===== config.mk =====
export PLATFORM = sky130hd
export DESIGN_NAME = page_stream_prefetcher
export DESIGN_NICKNAME = d
export VERILOG_FILES = /design/src/psp_pkg.sv /design/src/psp_ctrl.sv /design/src/psp_datapath.sv /design/src/page_stream_prefetcher.sv
export SDC_FILE = /design/constraint.sdc
export NUM_CORES = 2
export LEC_CHECK = 0
export BUFFER_PORTS_ARGS = -buffer_cell sky130_fd_sc_hd__buf_2
export CORE_MARGIN = 5
export CORE_UTILIZATION = 35
export DETAILED_ROUTE_END_ITERATION = 16
export SLEW_MARGIN = 30
export SYNTH_ARGS = -nofsm -noshare
export SYNTH_HDL_FRONTEND = slang
export SYNTH_SLANG_ARGS = --single-unit

===== constraint.sdc =====
create_clock -name clk -period 13.05 [get_ports clk]
set_input_delay 1.305 -clock clk [delete_from_list [all_inputs] [get_ports clk]]
set_output_delay 1.305 -clock clk [all_outputs]
set_load 0.02 [all_outputs]

===== src/psp_pkg.sv =====
package psp_pkg;

  localparam int ADDR_W      = 48;
  localparam int OCC_W       = 9;
  localparam int TAG_W       = 32;
  localparam int WIN_W       = 7;
  localparam int CONF_W      = 8;
  localparam int CFG_IDX_W   = 2;
  localparam int CFG_DATA_W  = 9;
  localparam int IN_TDATA_W  = 96;
  localparam int OUT_TDATA_W = 80;

  localparam logic [CONF_W-1:0] CONF_MAX = 8'd255;

  localparam logic [WIN_W-1:0]  WINDOW_RST   = 7'd16;
  localparam logic [CONF_W-1:0] CONF_THR_RST = 8'd2;
  localparam logic [OCC_W-1:0]  OCC_THR_RST  = 9'd128;

  // two's complement direction codes
  localparam logic [1:0] DIR_NONE = 2'b00;
  localparam logic [1:0] DIR_UP   = 2'b01;
  localparam logic [1:0] DIR_DOWN = 2'b11;

  localparam logic [CFG_IDX_W-1:0] CFG_STREAM_WINDOW = 2'd0;
  localparam logic [CFG_IDX_W-1:0] CFG_CONF_THR      = 2'd1;
  localparam logic [CFG_IDX_W-1:0] CFG_OCC_THR       = 2'd2;

  typedef enum logic [5:0] {
    S_IDLE   = 6'b000001,
    S_LOOKUP = 6'b000010,
    S_PICK   = 6'b000100,
    S_TRAIN  = 6'b001000,
    S_EMIT   = 6'b010000,
    S_STORE  = 6'b100000
  } psp_state_t;

  typedef struct packed {
    logic load;    // capture an accepted request
    logic lookup;  // register the page match vector
    logic pick;    // select the entry and load the working copy
    logic train;   // update direction and confidence
    logic step;    // advance the pointer, maybe emit
    logic store;   // write the working copy back to the table
  } psp_cmd_t;

  typedef struct packed {
    logic go;        // confidence meets threshold after training
    logic out_free;  // output register can take a result
    logic run_done;  // the current step ends the run
  } psp_status_t;

endpackage


===== src/psp_ctrl.sv =====
module psp_ctrl
  import psp_pkg::*;
(
  input  logic        clk,
  input  logic        rst_n,
  input  logic        in_tvalid,
  output logic        in_tready,
  input  psp_status_t sts,
  output psp_cmd_t    cmd
);

  psp_state_t state_r, state_nxt;

  always_ff @(posedge clk) begin
    if (!rst_n) begin
      state_r <= S_IDLE;
    end else begin
      state_r <= state_nxt;
    end
  end

  assign in_tready = (state_r == S_IDLE) || (state_r == S_STORE);

  always_comb begin
    state_nxt = state_r;
    cmd       = '0;
    case (state_r)
      S_IDLE: begin
        if (in_tvalid) begin
          cmd.load  = 1'b1;
          state_nxt = S_LOOKUP;
        end
      end
      S_LOOKUP: begin
        cmd.lookup = 1'b1;
        state_nxt  = S_PICK;
      end
      S_PICK: begin
        cmd.pick  = 1'b1;
        state_nxt = S_TRAIN;
      end
      S_TRAIN: begin
        cmd.train = 1'b1;
        state_nxt = sts.go ? S_EMIT : S_STORE;
      end
      S_EMIT: begin
        if (sts.out_free) begin
          cmd.step = 1'b1;
          if (sts.run_done) begin
            state_nxt = S_STORE;
          end
        end
      end
      S_STORE: begin
        cmd.store = 1'b1;
        if (in_tvalid) begin
          cmd.load  = 1'b1;
          state_nxt = S_LOOKUP;
        end else begin
          state_nxt = S_IDLE;
        end
      end
      default: begin
        state_nxt = S_IDLE;
      end
    endcase
  end

endmodule


===== src/psp_datapath.sv =====
module psp_datapath
  import psp_pkg::*;
#(
  parameter int NUM_STREAMS = 16,
  parameter int MAX_DEGREE  = 4,
  parameter int PAGE_BITS   = 12,
  parameter int BLOCK_BITS  = 6
) (
  input  logic                  clk,
  input  logic                  rst_n,
  input  psp_cmd_t              cmd,
  output psp_status_t           sts,
  input  logic                  cfg_we,
  input  logic [CFG_IDX_W-1:0]  cfg_addr,
  input  logic [CFG_DATA_W-1:0] cfg_data,
  input  logic [ADDR_W-1:0]     access_address,
  input  logic [OCC_W-1:0]      queue_occupancy,
  input  logic [TAG_W-1:0]      tag_word,
  output logic                  out_valid,
  input  logic                  out_ready,
  output logic [ADDR_W-1:0]     prefetch_address,
  output logic                  fill_near,
  output logic [TAG_W-1:0]      tag_out,
  output logic                  last_of_run
);

  localparam int PG_W        = ADDR_W - PAGE_BITS;
  localparam int OFS_W       = PAGE_BITS - BLOCK_BITS;
  localparam int PAGE_BLOCKS = 1 << OFS_W;
  // room for a pointer that has run well past the page in either direction
  localparam int PTR_W       = ((OFS_W > WIN_W) ? OFS_W : WIN_W) + 2;
  localparam int DIFF_W      = PTR_W + 1;
  localparam int CMP_W       = (DIFF_W > WIN_W) ? DIFF_W : WIN_W;
  localparam int IDX_W       = (NUM_STREAMS > 1) ? $clog2(NUM_STREAMS) : 1;
  localparam int CNT_W       = (MAX_DEGREE > 1) ? $clog2(MAX_DEGREE) : 1;

  // configuration
  logic [WIN_W-1:0]  window_r;
  logic [CONF_W-1:0] conf_thr_r;
  logic [OCC_W-1:0]  occ_thr_r;

  always_ff @(posedge clk) begin
    if (!rst_n) begin
      window_r   <= WINDOW_RST;
      conf_thr_r <= CONF_THR_RST;
      occ_thr_r  <= OCC_THR_RST;
    end else if (cfg_we) begin
      case (cfg_addr)
        CFG_STREAM_WINDOW: window_r   <= cfg_data[WIN_W-1:0];
        CFG_CONF_THR:      conf_thr_r <= cfg_data[CONF_W-1:0];
        CFG_OCC_THR:       occ_thr_r  <= cfg_data[OCC_W-1:0];
        default:           ;
      endcase
    end
  end

  // stream table
  logic [PG_W-1:0]   page_r [NUM_STREAMS];
  logic [1:0]        dir_r  [NUM_STREAMS];
  logic [CONF_W-1:0] conf_r [NUM_STREAMS];
  logic [PTR_W-1:0]  ptr_r  [NUM_STREAMS];
  logic [IDX_W-1:0]  victim_r;

  // request and working copy
  logic [PG_W-1:0]        acc_page_r;
  logic [OFS_W-1:0]       ofs_r;
  logic [OCC_W-1:0]       occ_r;
  logic [TAG_W-1:0]       tag_r;
  logic [NUM_STREAMS-1:0] hit_vec_r;
  logic [IDX_W-1:0]       ent_r;
  logic [1:0]             wdir_r;
  logic [CONF_W-1:0]      wconf_r;
  logic [PTR_W-1:0]       wptr_r;
  logic [CNT_W-1:0]       cnt_r;

  // output register
  logic              out_valid_r;
  logic [ADDR_W-1:0] out_addr_r;
  logic              out_near_r;
  logic [TAG_W-1:0]  out_tag_r;
  logic              out_last_r;

  function automatic logic [PTR_W-1:0] step_sat(input logic [PTR_W-1:0] ptr,
                                                input logic [1:0] d);
    logic [PTR_W:0] s;
    logic [PTR_W-1:0] res;
    s = {ptr[PTR_W-1], ptr} + {{(PTR_W-1){d[1]}}, d};
    if (s[PTR_W] != s[PTR_W-1]) begin
      res = s[PTR_W] ? {1'b1, {(PTR_W-1){1'b0}}} : {1'b0, {(PTR_W-1){1'b1}}};
    end else begin
      res = s[PTR_W-1:0];
    end
    return res;
  endfunction

  function automatic logic in_page(input logic [PTR_W-1:0] p);
    return !p[PTR_W-1] && (p[PTR_W-2:0] < (PTR_W-1)'(PAGE_BLOCKS));
  endfunction

  // match vector, one comparator per entry
  logic [NUM_STREAMS-1:0] hit_vec;
  always_comb begin
    for (int i = 0; i < NUM_STREAMS; i++) begin
      hit_vec[i] = (page_r[i] == acc_page_r);
    end
  end

  // lowest matching entry wins
  logic [IDX_W-1:0] hit_idx;
  always_comb begin
    hit_idx = '0;
    for (int i = NUM_STREAMS - 1; i >= 0; i--) begin
      if (hit_vec_r[i]) begin
        hit_idx = IDX_W'(i);
      end
    end
  end
  logic hit;
  assign hit = |hit_vec_r;

  // training
  logic [DIFF_W-1:0] diff, mag;
  logic              pos, neg, win_ok, trn;
  logic [1:0]        nd, opp, dir_t;
  logic [CONF_W-1:0] conf_t;
  always_comb begin
    diff   = DIFF_W'(ofs_r) - {wptr_r[PTR_W-1], wptr_r};
    neg    = diff[DIFF_W-1];
    pos    = !neg && (diff != '0);
    mag    = neg ? (DIFF_W'(0) - diff) : diff;
    win_ok = CMP_W'(mag) < CMP_W'(window_r);
    trn    = (pos || neg) && win_ok;
    nd     = pos ? DIR_UP : DIR_DOWN;
    opp    = pos ? DIR_DOWN : DIR_UP;
    dir_t  = trn ? nd : wdir_r;
    conf_t = wconf_r;
    if (trn) begin
      if (wdir_r == opp) begin
        conf_t = '0;
      end else if (wconf_r != CONF_MAX) begin
        conf_t = wconf_r + CONF_W'(1);
      end
    end
  end

  // pointer step with one step of look-ahead for the end of the run
  logic [PTR_W-1:0] p1, p2;
  logic             emit, cnt_end, last;
  assign p1      = step_sat(wptr_r, wdir_r);
  assign p2      = step_sat(p1, wdir_r);
  assign emit    = in_page(p1);
  assign cnt_end = (cnt_r == CNT_W'(MAX_DEGREE - 1));
  assign last    = cnt_end || !in_page(p2);

  assign sts.go       = (conf_t >= conf_thr_r);
  assign sts.out_free = !out_valid_r || out_ready;
  assign sts.run_done = !emit || last;

  always_ff @(posedge clk) begin
    if (!rst_n) begin
      for (int i = 0; i < NUM_STREAMS; i++) begin
        page_r[i] <= '0;
        dir_r[i]  <= DIR_NONE;
        conf_r[i] <= '0;
        ptr_r[i]  <= '1;
      end
      victim_r <= '0;
    end else begin
      if (cmd.pick && !hit) begin
        victim_r <= (victim_r == IDX_W'(NUM_STREAMS - 1)) ? '0 : victim_r + IDX_W'(1);
      end
      if (cmd.store) begin
        page_r[ent_r] <= acc_page_r;
        dir_r[ent_r]  <= wdir_r;
        conf_r[ent_r] <= wconf_r;
        ptr_r[ent_r]  <= wptr_r;
      end
    end
  end

  always_ff @(posedge clk) begin
    if (cmd.load) begin
      acc_page_r <= access_address[ADDR_W-1:PAGE_BITS];
      ofs_r      <= access_address[PAGE_BITS-1:BLOCK_BITS];
      occ_r      <= queue_occupancy;
      tag_r      <= tag_word;
    end
    if (cmd.lookup) begin
      hit_vec_r <= hit_vec;
    end
    if (cmd.pick) begin
      cnt_r <= '0;
      if (hit) begin
        ent_r   <= hit_idx;
        wdir_r  <= dir_r[hit_idx];
        wconf_r <= conf_r[hit_idx];
        wptr_r  <= ptr_r[hit_idx];
      end else begin
        ent_r   <= victim_r;
        wdir_r  <= DIR_NONE;
        wconf_r <= '0;
        wptr_r  <= PTR_W'(ofs_r);
      end
    end
    if (cmd.train) begin
      wdir_r  <= dir_t;
      wconf_r <= conf_t;
    end
    if (cmd.step) begin
      cnt_r <= cnt_r + CNT_W'(1);
      // a run cut short at the page edge leaves the pointer outside it
      wptr_r <= (emit && !cnt_end && !in_page(p2)) ? p2 : p1;
    end
  end

  always_ff @(posedge clk) begin
    if (!rst_n) begin
      out_valid_r <= 1'b0;
    end else if (cmd.step && emit) begin
      out_valid_r <= 1'b1;
    end else if (out_ready) begin
      out_valid_r <= 1'b0;
    end
  end

  always_ff @(posedge clk) begin
    if (cmd.step && emit) begin
      out_addr_r <= {acc_page_r, p1[OFS_W-1:0], {BLOCK_BITS{1'b0}}};
      out_near_r <= (occ_r < occ_thr_r);
      out_tag_r  <= tag_r;
      out_last_r <= last;
    end
  end

  assign out_valid        = out_valid_r;
  assign prefetch_address = out_addr_r;
  assign fill_near        = out_near_r;
  assign tag_out          = out_tag_r;
  assign last_of_run      = out_last_r;

endmodule


===== src/page_stream_prefetcher.sv =====
// Path: after acceptance a request passes the lookup, pick and training states, then the
//   emit state takes one pointer step per result (n results need n steps, at least one when
//   confidence is met) into the single output register, which drains one result per cycle
//   while out_tready is high; the next request is taken only in the store state or idle.
// Reset: synchronous, active low; clears the stream table (pointers to minus one), the
//   victim pointer, the controller and the output valid, and loads the register defaults.
module page_stream_prefetcher
  import psp_pkg::*;
#(
  parameter int NUM_STREAMS = 16,
  parameter int MAX_DEGREE  = 4,
  parameter int PAGE_BITS   = 12,
  parameter int BLOCK_BITS  = 6
) (
  input  logic                   clk,
  input  logic                   rst_n,
  // configuration write port
  input  logic                   cfg_we,
  input  logic [CFG_IDX_W-1:0]   cfg_addr,
  input  logic [CFG_DATA_W-1:0]  cfg_data,
  // request channel
  input  logic                   in_tvalid,
  output logic                   in_tready,
  // access_address [47:0], queue_occupancy [56:48], tag_word [88:57], zero [95:89]
  input  logic [IN_TDATA_W-1:0]  in_tdata,
  // prefetch channel
  output logic                   out_tvalid,
  input  logic                   out_tready,
  // prefetch_address [47:0], tag_out [79:48]
  output logic [OUT_TDATA_W-1:0] out_tdata,
  // fill_near [0]
  output logic                   out_tuser,
  output logic                   out_tlast
);

  psp_cmd_t    cmd;
  psp_status_t sts;

  logic [ADDR_W-1:0] prefetch_address;
  logic [TAG_W-1:0]  tag_out;

  // Controller: sequences lookup, pick, training, the emit loop and the store per request.
  psp_ctrl u_ctrl (
    .clk       (clk),
    .rst_n     (rst_n),
    .in_tvalid (in_tvalid),
    .in_tready (in_tready),
    .sts       (sts),
    .cmd       (cmd)
  );

  // Datapath: configuration registers, stream table, working copy of one entry, and the output register.
  psp_datapath #(
    .NUM_STREAMS (NUM_STREAMS),
    .MAX_DEGREE  (MAX_DEGREE),
    .PAGE_BITS   (PAGE_BITS),
    .BLOCK_BITS  (BLOCK_BITS)
  ) u_dp (
    .clk              (clk),
    .rst_n            (rst_n),
    .cmd              (cmd),
    .sts              (sts),
    .cfg_we           (cfg_we),
    .cfg_addr         (cfg_addr),
    .cfg_data         (cfg_data),
    .access_address   (in_tdata[ADDR_W-1:0]),
    .queue_occupancy  (in_tdata[ADDR_W+OCC_W-1:ADDR_W]),
    .tag_word         (in_tdata[ADDR_W+OCC_W+TAG_W-1:ADDR_W+OCC_W]),
    .out_valid        (out_tvalid),
    .out_ready        (out_tready),
    .prefetch_address (prefetch_address),
    .fill_near        (out_tuser),
    .tag_out          (tag_out),
    .last_of_run      (out_tlast)
  );

  // pack the result: address low, metadata above
  assign out_tdata = {tag_out, prefetch_address};

endmodule


Yosys cells after proc, flatten, opt, wreduce, memory -nomap -nowiden. Memories as Yosys holds them, arrays and structs flattened. Index checks and enable logic that the tools add are counted.

Equality and inequality tests: 34. $lt $le $gt $ge: 5. Mux-type cells: 73. Add/sub/neg operators: 7. Reductions and logical operators: 37.

Operators by type and width (number): 36-bit equality test (16); 4-bit 2-to-1 mux (22); 9-bit 2-to-1 mux (9); 8-bit 2-to-1 mux (7); 36-bit 2-to-1 mux (1); 6-bit one-hot mux with 6 select lines (1); 36-bit OR reduction (1); 6-bit 2-to-1 mux (4); 9-bit by 2-bit adder with 10-bit output (2); 2-bit 2-to-1 mux (10); 1-bit 2-to-1 mux (18); 8-bit by 7-bit < comparator with 1-bit output (second input constant) (2); 16-bit OR reduction (1); 10-bit by 7-bit < comparator with 1-bit output (1); 10-bit 2-to-1 mux (1); 10-bit nonzero test (1); 1-bit by 10-bit subtractor with 10-bit output (first input constant) (1); 7-bit by 9-bit subtractor with 10-bit output (1); 9-bit < comparator (1); 9-bit OR reduction (1); 8-bit by 1-bit adder with 8-bit output (second input constant) (1); 8-bit greater-or-equal comparator (1); 1-bit logical AND (8); 1-bit logical NOT (8); other kinds (23) (37).

Memories kept: 4. Word-level logic and storage cells: 180. Bits in registers: 235. Memory bits (writable): 880. Output and inout port bits: 84.

Memories: u_dp.page_r (depth 16, width 36, rd ports 16, clocked after Yosys merged registers in 0, write ports 16, line psp_datapath.sv:58) `logic [PG_W-1:0] page_r [NUM_STREAMS];`; u_dp.ptr_r (depth 16, width 9, rd ports 1, clocked after Yosys merged registers in 0, write ports 16, line psp_datapath.sv:61) `logic [PTR_W-1:0] ptr_r [NUM_STREAMS];`; u_dp.conf_r (depth 16, width 8, rd ports 1, clocked after Yosys merged registers in 0, write ports 16, line psp_datapath.sv:60) `logic [CONF_W-1:0] conf_r [NUM_STREAMS];`; u_dp.dir_r (depth 16, width 2, rd ports 1, clocked after Yosys merged registers in 0, write ports 16, line psp_datapath.sv:59) `logic [1:0] dir_r [NUM_STREAMS];`.

Logic depth before layout (Yosys ltp). An unclocked memory read counts as a cell.

Depth after elaboration: 20. Depth in mapped cells: 33. Mapped depth without buffers: 31.

Hierarchy. A second synthesis with hierarchy kept.

Cell total of the unflattened synthesis: 4138. Area total of the unflattened synthesis: 52375.2 µm².

Modules (own cells, without submodules): psp_datapath (times used 1, cells each 4099, area each 52017.4 µm²); psp_ctrl (times used 1, cells each 39, area each 357.8 µm²).

Least setup slack after synthesis. No wires, ideal clock.

Path kind: reg2reg. Start: reg u_dp.wdir_r[1]. End: reg u_dp.out_near_r (netlist: u_dp.fill_near) (enable). Setup time: 703 ps. Buffers on the path: 2. Setup slack: 1372 ps. Stages on the path, launching flop included: 17. Arrival: 10975 ps. Clock period less this slack: 11678 ps. Cell sequence: edfxtp_1 > clkinv_1 > clkbuf_1 > fa_1 > nor2b_1 > o21ai_0 > a21boi_0 > o21ai_0 > nand2b_1 > a21oi_1 > o21bai_1 > xor2_1 > ha_1 > clkbuf_1 > o211ai_2 > o21ai_0 > nor4bb_1.

Word-level cells in the longest chain between the ends: 6.

RTL lines: from (decl) (line psp_datapath.sv:71) `logic [1:0] wdir_r;`; from (signal assigned) (line psp_datapath.sv:195) `wdir_r <= dir_r[hit_idx];`; from (signal assigned) (line psp_datapath.sv:206) `wdir_r <= dir_t;`; 9-bit by 2-bit adder with 10-bit output * (line psp_datapath.sv:87) `s = {ptr[PTR_W-1], ptr} + {{(PTR_W-1){d[1]}}, d};`; 9-bit 2-to-1 mux / 1-bit inequality test (equally long branches) (line psp_datapath.sv:89, psp_datapath.sv:88); 9-bit 2-to-1 mux * (line psp_datapath.sv:88) `if (s[PTR_W] != s[PTR_W-1]) begin`; 8-bit by 7-bit < comparator with 1-bit output / 1-bit logical NOT (equally long branches) (line psp_datapath.sv:97) `return !p[PTR_W-1] && (p[PTR_W-2:0] < (PTR_W-1)'(PAGE_BLOCKS));`; 1-bit logical AND * (line psp_datapath.sv:97); 1-bit logical AND * (line psp_datapath.sv:227) `if (cmd.step && emit) begin`; to (signal assigned) (line psp_datapath.sv:229) `out_near_r <= (occ_r < occ_thr_r);`; to (decl) (line psp_datapath.sv:79) `logic out_near_r;`.

Mark *: on every way between the ends. The rest lies on a longest branch, timed or not. A chain may end at the register's enable or synchronous reset.

Worst setup path after layout.
Start: reg u_dp.wdir_r[1]. End: reg u_dp.wptr_r[2] (data pin).

Word-level cells in the longest chain between the ends: 12.

RTL lines: 9-bit by 2-bit adder with 10-bit output * (line psp_datapath.sv:87); 9-bit 2-to-1 mux / 1-bit inequality test (equally long branches) (line psp_datapath.sv:89, psp_datapath.sv:88); 9-bit 2-to-1 mux * (line psp_datapath.sv:88); via u_dp.p1[0] (line psp_datapath.sv:147) `logic [PTR_W-1:0] p1, p2;`; 9-bit by 2-bit adder with 10-bit output (line psp_datapath.sv:87); 9-bit 2-to-1 mux / 1-bit inequality test (equally long branches) (line psp_datapath.sv:89, psp_datapath.sv:88); 9-bit 2-to-1 mux (line psp_datapath.sv:88); 8-bit by 7-bit < comparator with 1-bit output / 1-bit logical NOT (equally long branches) (line psp_datapath.sv:97); 1-bit logical AND (line psp_datapath.sv:97); 1-bit logical NOT (line psp_datapath.sv:212) `wptr_r <= (emit && !cnt_end && !in_page(p2)) ? p2 : p1;`; 1-bit logical AND (line psp_datapath.sv:212); 9-bit 2-to-1 mux * (line psp_datapath.sv:212); 9-bit 2-to-1 mux * (line psp_datapath.sv:209) `if (cmd.step) begin`; to (signal assigned) (line psp_datapath.sv:197) `wptr_r <= ptr_r[hit_idx];`; to (signal assigned) (line psp_datapath.sv:202) `wptr_r <= PTR_W'(ofs_r);`; to (signal assigned) (line psp_datapath.sv:212); to (decl) (line psp_datapath.sv:73) `logic [PTR_W-1:0] wptr_r;`.

Mark *: on every way through the listed nets, which the timed path passes. The rest lies on a longest branch.

==> reports/results.tsv <==
stage	metric	value	unit
synthesis	synth.area.top_cells	edfxtp_1, and2_1, xor2_1	
cells_and_area	num-fill-cells	13600	
timing	max_freq	119	MHz
detailed_routing	routed_wl	132000	um
detailed_routing	viasPerCell	5.04	
cells_and_area	regArea	33100	sq um
timing	timing.hold.ws	0.416	ns
synthesis	netlist_instances	3971	
cells_and_area	drive_gt1_frac	0.132	
synthesis	ys.flop_type	edfxtp_1	
synthesis	synth_area_per_cell	13.1	sq um
floorplan	core_area	148000	sq um
timing	rsz0062_at_grt	false	
outcome	status	finished clean	
detailed_routing	detail_route.wl_per_cell	21.7	um
detailed_routing	firstDrtPassIters	5	
worst_setup_path	criticalPathCategory	reg2reg	
detailed_routing	via_count	30600	
synthesis	synth_cell_types	89	
synthesis	yosys-top-cells-count	edfxtp_1, and2_1, xor2_1	
worst_setup_path	reg2reg_slack	4.64	ns
place	gp_congestion	0.802	
floorplan	fp.dieH	396	um
pwr	leakagePower	0.0212	uW
clocking	cts.hold.buffers_added	0	
pwr	cellPowerDensity	132	nW/um^2
synthesis	syn_area	52200	sq um
clocking	cts-resized-gates	0	
floorplan	start_util	0.353	
clocking	h-tree-depth	3	
synthesis	synthMuxAreaShare	0.0302	
synthesis	async_flop_share	0	
timing	tightest_slew	1.03	ns
worst_setup_path	path_common_cell	o21ai_0	
clocking	numCtsBuffers	114	
global_route	grt_max_degree	60	
synthesis	synth.most_common_cell	edfxtp_1	
floorplan	io_pins	196	
clocking	clock_path_buffers	3	
detailed_routing	drt-initial-drc-count	2929	
synthesis	synth_edf_count	1080	
run	maxCapViolCount	0	
worst_setup_path	worstPathRequired	13.48	ns
place	pre_cts_ws	3.96	ns
clocking	cts_tree	built	
global_route	antenna_found_initial	10	
place	hpwl	78900	um
timing	fin_setup_tns	0	ns
floorplan	rows	141	
cells_and_area	areaGrowthSynthToFinish	12.9	%
place	io_buffer_count	176	
global_route	grt_pass1_wl	196000	um
synthesis	yosysWarnings	0	
synthesis	seq_area_frac_synth	0.635	
worst_setup_path	critPathCaptureType	register	
worst_setup_path	worst_setup_path_start_kind	register	
floorplan	dieArea	157000	sq um
timing	timing.final.ws_setup	4.64	ns
synthesis	synth_compound_area_frac	0.0302	
cells_and_area	multi_input_area	17900	sq um
synthesis	synthXorXnorAreaFrac	0.101	
global_route	overflow	0	
timing	hold_violations	0	
detailed_routing	ant_nets	0	
detailed_routing	drc	0	
timing	fin_crit_sh	0.645	
clocking	clk_pin_slew	0.06	ns
worst_setup_path	crit_fanout	17	
hold_path	hp-class	reg2reg	
worst_setup_path	max_stage_delay	0.66	ns
cells_and_area	nets	4223	
timing	setup_violations	0	
clocking	cts.sinks	1115	
floorplan	die_x	396	um
global_route	grt_util_all_layers	0.165	
global_route	grt_pass1_vias	29900	
timing	timing.slew.headroom	0.309	
timing	fin_skew	0.0424	ns
synthesis	synth_fa_ha_area_frac	0.0141	
synthesis	synth_top_family_by_area	simple AND/OR/NAND/NOR gates	
worst_setup_path	slowest_stage	fa_1	
clocking	cts_root_buf	clkbuf_16	
clocking	clk_latency	0.74	ns
synthesis	synth_seq_cells	1115	
timing	final_max_slew_viol_count	0	
timing	period_needed	8.41	ns
clocking	post_cts_buffers	0	
synthesis	synth-simple-area-share	0.161	
synthesis	synth_top_area_frac	0.621	
pwr	vdd_ir_drop_max	0.117	mV
worst_setup_path	arrival	8.84	ns
synthesis	yosys.area.top_type	edfxtp_1	
## routing by layer
metal | global-route usage | up-vias | routed length, um
met5 | 0 | - | 0
met4 | 0.0442 | 0 | 2670
met3 | 0.0233 | 153 | 9070
met2 | 0.265 | 971 | 60500
met1 | 0.235 | 15400 | 59500
li1 | - | 14100 | -
## where the power goes
group / switching, uW / total, uW / internal [uW]
registers: 47.4 / 4080 / 4030
clock network: 1390 / 3140 / 1750
logic: 401 / 584 / 183
total: 1840 / 7800 / 5960
## state kept, by name (all words and copies together), names as in the netlist, 8 cells and up
| register | count |
|---|---|
| u_dp.page_r | 576 |
| u_dp.ptr_r | 144 |
| u_dp.conf_r | 128 |
| u_dp.prefetch_address | 42 |
| u_dp.acc_page_r | 36 |
| u_dp.dir_r | 32 |
| u_dp.tag_out | 32 |
| u_dp.tag_r | 32 |
| u_dp.hit_vec_r | 16 |
| u_dp.occ_r | 9 |
| u_dp.occ_thr_r | 9 |
| u_dp.wptr_r | 9 |
| u_dp.conf_thr_r | 8 |
| u_dp.wconf_r | 8 |
## per-stage QoR
stage          total power [uW]  area (sq um)  cells   util
2_1_floorplan              4530         52200   3976      -
3_3_place_gp               4730         55300   5863  0.374
3_5_place_dp               4740         55400   5867  0.374
4_1_cts                    7890         58900   6072  0.398
5_1_grt                    8080         59000   6073  0.398
6_report                   7800         59000   6077  0.398
## cell usage in the layout (no fill, tap or decap), types with 31 or more instances in the layout
cell type  Yosys  layout
edfxtp_1    1080    1080
and2_1       729     727
xor2_1       462     462
nand2_1      248     246
buf_2         22     176
xnor2_1      141     141
nor4_1       135     134
clkbuf_16      0     114
buf_4          8     103
mux2i_1       72      72
nor2_1        81      69
nand3_1       63      63
nand4_1       59      59
ha_1          54      54
o21ai_0       60      47
inv_1         45      44
a21oi_1       42      42
or3_1         39      39
clkinv_1       6      36
mux4_2        36      36
dfxtp_1       35      35
nor2b_1       31      31
## cell families (layout without fill, tap and decap cells)
family	after synthesis	count (layout)
simple gates	1481	1481
xor+xnor	603	603
other cells	1	10
fa+ha+maj	57	57
mux	112	112
buf+inv	374	541
compound gates	228	228
flops	1115	1115
## critical path, delay by kind of cell (launching register included)
kind            cells  cell delay (ns)
flops               1             0.54
fa+ha+maj           5             2.17
xor+xnor            2             0.39
buf+inv             1             0.60
compound gates     17             3.42
simple gates        4             0.69
mux                 1             0.29
## final timing paths
kind | cells past startpoint | startpoint | to
max | 30 | u_dp.wdir_r[1]$_DFFE_PP_ | u_dp.wptr_r[2]$_DFFE_PP_
min | 0 | u_dp.tag_r[5]$_DFFE_PP_ | u_dp.tag_out[5]$_DFFE_PP_
max reg2reg | 30 | u_dp.wdir_r[1]$_DFFE_PP_ | u_dp.wptr_r[2]$_DFFE_PP_
min reg2reg | 0 | u_dp.tag_r[5]$_DFFE_PP_ | u_dp.tag_out[5]$_DFFE_PP_
## layout make-up
cell class / instances / area share
Timing Repair Buffer: 284 / 0.0299
Sequential cell: 1115 / 0.562
Multi-Input combinational cell: 2487 / 0.304
Clock buffer: 141 / 0.0504
Antenna cell: 4 / 0.000170
Tap cell: 1930 / 0.0410
Inverter: 52 / 0.00335
Clock inverter: 64 / 0.00949
(Power assumes the default switching activity.)
